File: src/hdl/acis_pkg.sv
// acis_pkg: types and constants of the alternating chamber inflation sequencer.
// Word structs, phase codes, register indexes and pressure scaling.
// No dependencies.
package acis_pkg;

    localparam int unsigned TICKS_PER_SECOND = 500;
    localparam int unsigned HOLD_W           = 17;
    localparam int unsigned SCALE_MUL        = 887;
    localparam int unsigned SCALE_SHIFT      = 16;
    localparam int unsigned RAW_W            = 12;
    localparam int unsigned PROD_W           = 22;
    localparam int unsigned CFG_IDX_W        = 2;
    localparam int unsigned CFG_DATA_W       = 8;
    localparam int unsigned LOAD_PROD_W      = 25;

    localparam logic [HOLD_W-1:0] HOLD_MAX = {HOLD_W{1'b1}};

    localparam logic [CFG_IDX_W-1:0] CFG_TARGET_PRESSURE  = 2'd0;
    localparam logic [CFG_IDX_W-1:0] CFG_COMPRESSOR_LEVEL = 2'd1;
    localparam logic [CFG_IDX_W-1:0] CFG_HOLD_SECONDS     = 2'd2;

    typedef enum logic [1:0] {
        PH_IDLE    = 2'd0,
        PH_INFLATE = 2'd1,
        PH_HOLD    = 2'd2
    } t_phase;

    typedef struct packed {
        logic              enable;
        logic [RAW_W-1:0]  sensor_one_raw;
        logic [RAW_W-1:0]  sensor_two_raw;
    } t_in_word;

    typedef struct packed {
        logic       led_on;
        logic [7:0] compressor_drive;
        logic       valve_one_drive;
        logic       valve_two_drive;
        logic       chamber_select;
        logic [1:0] phase;
    } t_out_word;

    typedef struct packed {
        t_phase            phase;
        logic              active_chamber;
        logic [HOLD_W-1:0] hold_counter;
    } t_state;

    typedef struct packed {
        logic [CFG_DATA_W-1:0] target_pressure;
        logic [CFG_DATA_W-1:0] compressor_level;
        logic [HOLD_W-1:0]     hold_load;
    } t_cfg;

    // Hold tick count for a seconds setting, saturated to the counter width.
    function automatic logic [HOLD_W-1:0] hold_load_of(input logic [CFG_DATA_W-1:0] secs);
        logic [LOAD_PROD_W-1:0] prod;
        prod = LOAD_PROD_W'(secs) * LOAD_PROD_W'(TICKS_PER_SECOND);
        hold_load_of = (prod > LOAD_PROD_W'(HOLD_MAX)) ? HOLD_MAX : prod[HOLD_W-1:0];
    endfunction

endpackage

File: src/hdl/acis_step.sv
// acis_step: next state and result word for one sample tick.
// Combinational; depends on acis_pkg.
module acis_step (
    input  acis_pkg::t_state    i_state,
    input  acis_pkg::t_in_word  i_word,
    input  acis_pkg::t_cfg      i_cfg,
    output acis_pkg::t_state    o_state,
    output acis_pkg::t_out_word o_word
);

    logic                             raw_sel;
    logic [acis_pkg::RAW_W-1:0]       raw;
    logic [acis_pkg::PROD_W-1:0]      prod;
    logic [acis_pkg::CFG_DATA_W-1:0]  pressure;
    logic                             evaluate;
    logic [acis_pkg::CFG_DATA_W-1:0]  comp;
    acis_pkg::t_state                 nxt;
    logic                             run;

    always_comb begin
        nxt      = i_state;
        evaluate = 1'b1;
        comp     = '0;

        case (i_state.phase)
            acis_pkg::PH_HOLD: begin
                if (i_state.hold_counter != '0) begin
                    nxt.hold_counter = i_state.hold_counter - acis_pkg::HOLD_W'(1);
                    evaluate         = 1'b0;
                end else begin
                    nxt.active_chamber = ~i_state.active_chamber;
                    nxt.phase          = acis_pkg::PH_IDLE;
                end
            end
            acis_pkg::PH_INFLATE: nxt.phase = acis_pkg::PH_INFLATE;
            default: nxt.phase = acis_pkg::PH_IDLE;
        endcase

        raw_sel  = nxt.active_chamber;
        raw      = raw_sel ? i_word.sensor_two_raw : i_word.sensor_one_raw;
        prod     = acis_pkg::PROD_W'(raw) * acis_pkg::PROD_W'(acis_pkg::SCALE_MUL);
        pressure = acis_pkg::CFG_DATA_W'(prod[acis_pkg::PROD_W-1:acis_pkg::SCALE_SHIFT]);

        if (evaluate) begin
            if (!i_word.enable && nxt.phase == acis_pkg::PH_IDLE) begin
                nxt.active_chamber = 1'b0;
            end else if (pressure > i_cfg.target_pressure || !i_word.enable) begin
                nxt.phase        = acis_pkg::PH_HOLD;
                nxt.hold_counter = i_cfg.hold_load;
            end else begin
                nxt.phase = acis_pkg::PH_INFLATE;
                comp      = i_cfg.compressor_level;
            end
        end

        run                     = nxt.phase != acis_pkg::PH_IDLE;
        o_state                 = nxt;
        o_word.led_on           = run;
        o_word.compressor_drive = comp;
        o_word.valve_one_drive  = run && !nxt.active_chamber;
        o_word.valve_two_drive  = run && nxt.active_chamber;
        o_word.chamber_select   = nxt.active_chamber;
        o_word.phase            = nxt.phase;
    end

endmodule

File: src/hdl/alternating_chamber_inflation_sequencer_unit.sv
// Alternating chamber inflation sequencer, top level.
// Config registers, sequencer state and result register; uses acis_pkg, acis_step.
//
//   channel   signals                                   word
//   in        i_in_valid / o_in_ready / i_in_word        t_in_word (enable, two raw readings)
//   out       o_out_valid / i_out_ready / o_out_word     t_out_word (drives, select, phase)
//   config    i_cfg_we / i_cfg_idx / i_cfg_data          8-bit registers 0..2, write only
//
// One word per cycle while the output is drained: an accepted tick updates the state and
// loads the result register on the same edge; the result shows in the following cycle.
// A new word is taken while the result register is empty or being drained.
// Synchronous active-low reset clears state, config registers and the output valid.
// Hold tick count is computed when hold_seconds is written.
module alternating_chamber_inflation_sequencer_unit (
    input  logic                                 i_clk,
    input  logic                                 i_rst_n,
    input  logic                                 i_in_valid,
    output logic                                 o_in_ready,
    input  acis_pkg::t_in_word                   i_in_word,
    output logic                                 o_out_valid,
    input  logic                                 i_out_ready,
    output acis_pkg::t_out_word                  o_out_word,
    input  logic                                 i_cfg_we,
    input  logic [acis_pkg::CFG_IDX_W-1:0]       i_cfg_idx,
    input  logic [acis_pkg::CFG_DATA_W-1:0]      i_cfg_data
);

    acis_pkg::t_cfg      r_cfg;
    acis_pkg::t_state    r_state;
    acis_pkg::t_state    n_state;
    acis_pkg::t_out_word r_out_word;
    acis_pkg::t_out_word n_out_word;
    logic                r_out_valid;
    logic                accept;

    assign o_in_ready  = !r_out_valid || i_out_ready;
    assign accept      = i_in_valid && o_in_ready;
    assign o_out_valid = r_out_valid;
    assign o_out_word  = r_out_word;

    acis_step u_step (
        .i_state (r_state),
        .i_word  (i_in_word),
        .i_cfg   (r_cfg),
        .o_state (n_state),
        .o_word  (n_out_word)
    );

    always_ff @(posedge i_clk) begin
        if (!i_rst_n) begin
            r_cfg <= '0;
        end else if (i_cfg_we) begin
            case (i_cfg_idx)
                acis_pkg::CFG_TARGET_PRESSURE:  r_cfg.target_pressure  <= i_cfg_data;
                acis_pkg::CFG_COMPRESSOR_LEVEL: r_cfg.compressor_level <= i_cfg_data;
                acis_pkg::CFG_HOLD_SECONDS:     r_cfg.hold_load <= acis_pkg::hold_load_of(i_cfg_data);
                default: ;
            endcase
        end
    end

    always_ff @(posedge i_clk) begin
        if (!i_rst_n) begin
            r_state.phase          <= acis_pkg::PH_IDLE;
            r_state.active_chamber <= 1'b0;
            r_state.hold_counter   <= '0;
            r_out_valid            <= 1'b0;
        end else begin
            if (accept) begin
                r_state     <= n_state;
                r_out_valid <= 1'b1;
            end else if (i_out_ready) begin
                r_out_valid <= 1'b0;
            end
        end
    end

    always_ff @(posedge i_clk) begin
        if (accept) begin
            r_out_word <= n_out_word;
        end
    end

endmodule
File: config.mk
export PLATFORM = sky130hd
export DESIGN_NAME = alternating_chamber_inflation_sequencer_unit
export DESIGN_NICKNAME = d
export VERILOG_FILES = /design/src/hdl/acis_pkg.sv /design/src/hdl/acis_step.sv /design/src/hdl/alternating_chamber_inflation_sequencer_unit.sv
export SDC_FILE = /design/constraint.sdc
export NUM_CORES = 1
export LEC_CHECK = 0
export ABC_AREA = 1
export BUFFER_PORTS_ARGS = -buffer_cell sky130_fd_sc_hd__buf_2
export CORE_MARGIN = 2
export CORE_UTILIZATION = 52
export CTS_CLUSTER_DIAMETER = 50
export CTS_CLUSTER_SIZE = 24
export DETAILED_ROUTE_END_ITERATION = 16
export PLACE_DENSITY = 0.7
export SLEW_MARGIN = 30
export SYNTH_ARGS = -nofsm -noshare
export SYNTH_HDL_FRONTEND = slang
export SYNTH_HIERARCHICAL = 1
export SYNTH_SLANG_ARGS = --single-unit
File: constraint.sdc
create_clock -name i_clk -period 7.37 [get_ports i_clk]
set_input_delay 0.737 -clock i_clk [delete_from_list [all_inputs] [get_ports i_clk]]
set_output_delay 0.737 -clock i_clk [all_outputs]
set_load 0.01 [all_outputs]
After elaboration in Yosys (flattened, before gate mapping)
Cells that the tools add are included.
{"block": "classes", "muxes": 15, "n_mul": 2, "addsub": 1, "reduce_logical": 18, "n_eq_ne": 4, "magnitude_cmp": 1, "bitwise": 2}
{"operator": "17-bit 2-to-1 mux", "n": 3}
{"operator": "12-bit by 10-bit multiplier with 22-bit output (second input constant)", "n": 1}
{"operator": "20-bit 2-to-1 mux", "n": 1}
{"operator": "18-bit 2-to-1 mux", "n": 1}
{"operator": "17-bit nonzero test", "n": 1}
{"operator": "17-bit by 1-bit subtractor with 17-bit output (second input constant)", "n": 1}
{"operator": "8-bit by 7-bit multiplier with 15-bit output (second input constant)", "n": 1}
{"operator": "12-bit 2-to-1 mux", "n": 1}
{"operator": "6-bit by 8-bit greater-than comparator with 1-bit output", "n": 1}
{"operator": "2-bit AND reduction", "n": 3}
{"operator": "1-bit 2-to-1 mux", "n": 5}
{"operator": "2-bit by 1-bit equality test with 1-bit output (second input constant)", "n": 2}
{"operator": "2-bit equality test (second input constant)", "n": 2}
{"operator": "1-bit logical AND", "n": 4}
{"operator": "2-bit logical NOT", "n": 2}
{"operator": "2-bit 2-to-1 mux", "n": 2}
{"operator": "2-bit one-hot mux with 2 select lines", "n": 1}
{"operator": "2-bit nonzero test", "n": 2}
{"operator": "1-bit logical NOT", "n": 3}
{"operator": "3-bit 2-to-1 mux", "n": 1}
{"operator": "3-bit OR reduction", "n": 1}
{"operator": "1-bit logical OR", "n": 2}
{"operator": "1-bit NOT", "n": 2}
{"block": "totals", "elab_cells": 56, "ff_bits": 66, "input_bits": 40, "out_inout_bits": 16}

Logic depth before layout (Yosys ltp)
{"block": "depth", "ltp_word": 12, "depth_mapped": 48, "mapped_depth_nobuf": 47}

Hierarchy
The synthesis kept the hierarchy.
{"mod": "acis_step", "n_inst": 1, "area_each_um2": 4418.0, "seq_area_each_um2": 0.0, "cells_each": 657}
{"mod": "alternating_chamber_inflation_sequencer_unit", "n_inst": 1, "area_each_um2": 3777.4, "seq_area_each_um2": 1461.4, "cells_each": 452}

Least setup slack after synthesis
OpenSTA, ideal clock, no wires.
{"block": "synth_timing", "path_kind": "register -> register", "startpoint": "register r_state[0] (netlist name)", "endpoint": "register r_state[11] (netlist name)", "arrival_time_ns": 6.677, "required_time_ns": 7.254, "slack_ns": 0.577, "period_less_slack_ns": 6.793, "stages_incl_launch_ff": 44, "path_buffers": 2, "setup_ns": 0.116, "path_cell_list": "dfxtp_1 inv_1 ha_1 nand3_1 nor2_4 nand2_4 o21bai_4 nand2_4 buf_12 inv_2 nand2_1 nand2_1 inv_1 fa_1 fa_1 inv_1 fa_1 fa_1 [... 8 more ...] nand2_1 nand3_1 xor2_1 inv_1 ha_1 nand2_1 inv_1 nand3_1 o21a_1 nand2_1 nand2_1 nand3_2 buf_2 nand3_1 nand2_1 inv_1 o21ai_0 nor2_1"}
{"element": "from (decl)", "line": "alternating_chamber_inflation_sequencer_unit.sv:29", "rtl": "acis_pkg::t_state r_state;"}
{"element": "from (signal assigned)", "line": "alternating_chamber_inflation_sequencer_unit.sv:70", "rtl": "r_state <= n_state;"}

==> reports/results.env <==
STARTPOINT='r_state[0]'
CTS_SINKS=66
CLOCK-ROOT-BUFFER='sky130_fd_sc_hd__clkbuf_16'
WORST-ENDPOINT-ARRIVAL_PS=7130
GRT_START_MAX_NET_PINS=43
POST_CTS_HOLD_BUFFER_COUNT=0
YS_FF_LATCH=66
SYNTH.AVG_CELL_AREA_UM2=7.39
CATEGORY_OF_THE_WORST_SETUP_PATH_LAUNCH_POINT='register'
CRIT_REQUIRED_PS=7450
WIRELENGTH_UM=17800
FIN_HOLD_WS_PS=496
NUM_ANTENNA_CELLS=0
FINAL-HOLD-VIOLATION-COUNT=0
FINAL-SETUP-VIOL-COUNT=0
DESIGN.FINAL.NETS=1390
DIE_SPAN_Y_UM=130
CRIT_TOP_CELL='sky130_fd_sc_hd__nand2_1'
LAYOUT.CELLS.NON_FILLER=1383
PORT-BUFFER-COUNT=55
FIRST_PASS_GRT_WIRE_LENGTH_UM=29300
HPWL_UM=14600
FINAL-SEQ-AREA_MM2=0.00146
DIE_AREA_MM2=0.0168
SLOWEST_STAGE='sky130_fd_sc_hd__fa_1'
CTS.HTREE.LEVELS=3
DRV_CAP=0
GLOBALPLACE.CONGESTION=0.893
CTS_TREE='yes'
MAX_STAGE_DELAY_PS=540
TOP_LEVEL_PORTS=56
DR.PASS1.ITERS=5
RESULT_OF_THE_RUN='complete, no violations'
FIRST_GLOBAL_VIAS=6341
MOSTFREQUENTLAYOUTCELL='sky130_fd_sc_hd__inv_1'
PERIOD_NEEDED_PS=7050
WORST_SETUP_TIMING_SLACK_AT_THE_PLACEMENT_STAGE_PS=14.8
FINAL.SETUP.TNS_PS=0
HOLD_PATH_STARTPOINT='r_state[16]'
FINALWORSTSETUPSLACK_PS=323
VIAS=6745
LAYOUT_WORST_PATH_CYCLE_SHARE=0.956
FINAL.FILL_COUNT=1424
YS.WARNINGS.COUNT=6
PATH_CLK_SLEW_PS=60
DRIVE_ABOVE_1_SHARE=0.138
WORSTSKEWPAIRLATENCY_PS=330
CLOCK-SKEW-FINAL_PS=5.83
SYN_AREA_MM2=0.00820
MAX_FREQ_MHz=142
VIA_DENSITY=4.88
SYNTH_SEQ_AREA_SHARE=0.178
CRITICAL_PATH.ENDPOINT_TYPE='register'
R2R-START='r_state[0]'
CRIT_PATH_CLASS='reg -> reg'
DRC_ERRORS=0
PLACEABLECOREAREA_MM2=0.0153
ANTENNA_FOUND_INITIAL=0
TIMING.FINAL.MAX_SLEW_VIOLATIONS=0
OVERFLOW=0
MOST_FREQUENT_CELLS_IN_THE_LAYOUT='sky130_fd_sc_hd__inv_1, sky130_fd_sc_hd__nand2_1, sky130_fd_sc_hd__nor2_1, sky130_fd_sc_hd__ha_1, sky130_fd_sc_hd__fa_1'
FLOORPLAN.INITIALDENSITY=0.535
CP_MAX_FO=6
AREA.GROWTH.SYNTH_TO_FINAL_PCT=11.8
WORST_SLEW_PIN_SLEW_PS=966
NUM_ROWS=45
CTSLONGESTPATHBUFFERS=2
TIMING.MAX_SLEW.REL_SLACK=0.354
DETAIL_ROUTE.WL_PER_CELL_UM=12.8
WORSTHOLDPATHTYPE='reg -> reg'
AREA_OF_THE_MULTI_INPUT_GATES_MM2=0.00582
ANT_NETS=0
SYNTH_CELL_TYPES=40
INITIALDRTVIOLATIONCOUNT=422
FLOORPLAN.DIE.WIDTH_UM=130
POST_SYNTH_INST_COUNT=1109
GRT_USAGE=0.217
NUMCTSBUFFERS=9
DP.CELLS=1362
-- Yosys cell counts (all sizes together) --
| cell | count | area share |
|---|---|---|
| a211oi | 2 | 0.0024 |
| a21oi | 41 | 0.026 |
| and2 | 1 | 0.00076 |
| buf | 15 | 0.013 |
| clkbuf | 8 | 0.0037 |
| conb | 1 | 0.00046 |
| dfxtp | 52 | 0.13 |
| edfxtp | 14 | 0.051 |
| fa | 71 | 0.17 |
| ha | 112 | 0.17 |
| inv | 244 | 0.11 |
| nand2 | 231 | 0.12 |
| nand3 | 50 | 0.032 |
| nand3b | 10 | 0.0092 |
| nand4 | 7 | 0.0061 |
| nor2 | 144 | 0.072 |
| nor3 | 10 | 0.0081 |
| nor4 | 1 | 0.00076 |
| o21a | 2 | 0.0018 |
| o21ai | 63 | 0.038 |
| o21bai | 6 | 0.0069 |
| or2 | 1 | 0.00076 |
| xnor2 | 6 | 0.0064 |
| xor2 | 17 | 0.018 |
-- critical path, delay by kind of cell (launching register included) --
kind            cells  cell delay (ps)
compound gates      5              980
simple gates       17             1510
buf+inv             8              660
fa+ha+maj           8             3300
flops               1              340
-- what timing repair did --
item / in CTS / in global routing
gates cloned: 0 / 2
endpoints found under the setup margin: 3 / 32
pin swaps: 0 / 9
resized for setup: 1 / 47
buffers inserted: 0 / 3
-- state kept, by name, indices dropped and copies added, names as in the netlist --
register     count
o_out_valid      1
o_out_word      14
r_cfg           31
r_state         20
-- metrics by stage --
| step | util | cell area [um^2] |
|---|---|---|
| floorplan | - | 8200 |
| global placement | 0.566 | 8670 |
| detailed placement | 0.566 | 8670 |
| CTS | 0.584 | 8950 |
| global route | 0.598 | 9170 |
| finish | 0.598 | 9170 |
-- layout make-up --
cell class,instances,share of cell area
clock inverters,6,0.00451
repair buffers,68,0.0452
inverters,244,0.101
clock buffers,10,0.0261
flip-flops and latches,66,0.160
multi-input cells,778,0.635
well taps,211,0.0288
-- cell families (layout without fill, tap and decap cells) --
family	Yosys count	in the layout	share of synthesized area
DFF	66	66	0.178
xor gates and xnor gates	23	23	0.0246
other	1	2	0.000458
and+or+nand+nor	455	456	0.247
adders and majority gates	183	183	0.344
AOI/OAI and AO/OA	114	114	0.0760
buffers and inverters	267	328	0.129
-- layer usage --
| layer | wire (um) | global-route usage | share of wire |
|---|---|---|---|
| met1 | 8980 | 0.328 | 0.51 |
| met2 | 7890 | 0.344 | 0.44 |
| met4 | 135 | 0.0285 | 0.0076 |
| met3 | 770 | 0.0260 | 0.043 |
| met5 | 0 | 0 | 0 |
-- worst paths after layout --
path,to,slack (ps),cells past startpoint
max,o_out_word[4],320,38
min reg2reg,r_state[16],500,2
min,r_state[16],500,2
max reg2reg,o_out_word[4],320,38
Power is not shown: default switching activity piles up to over one toggle a cycle in this logic, so the estimate is an artifact.
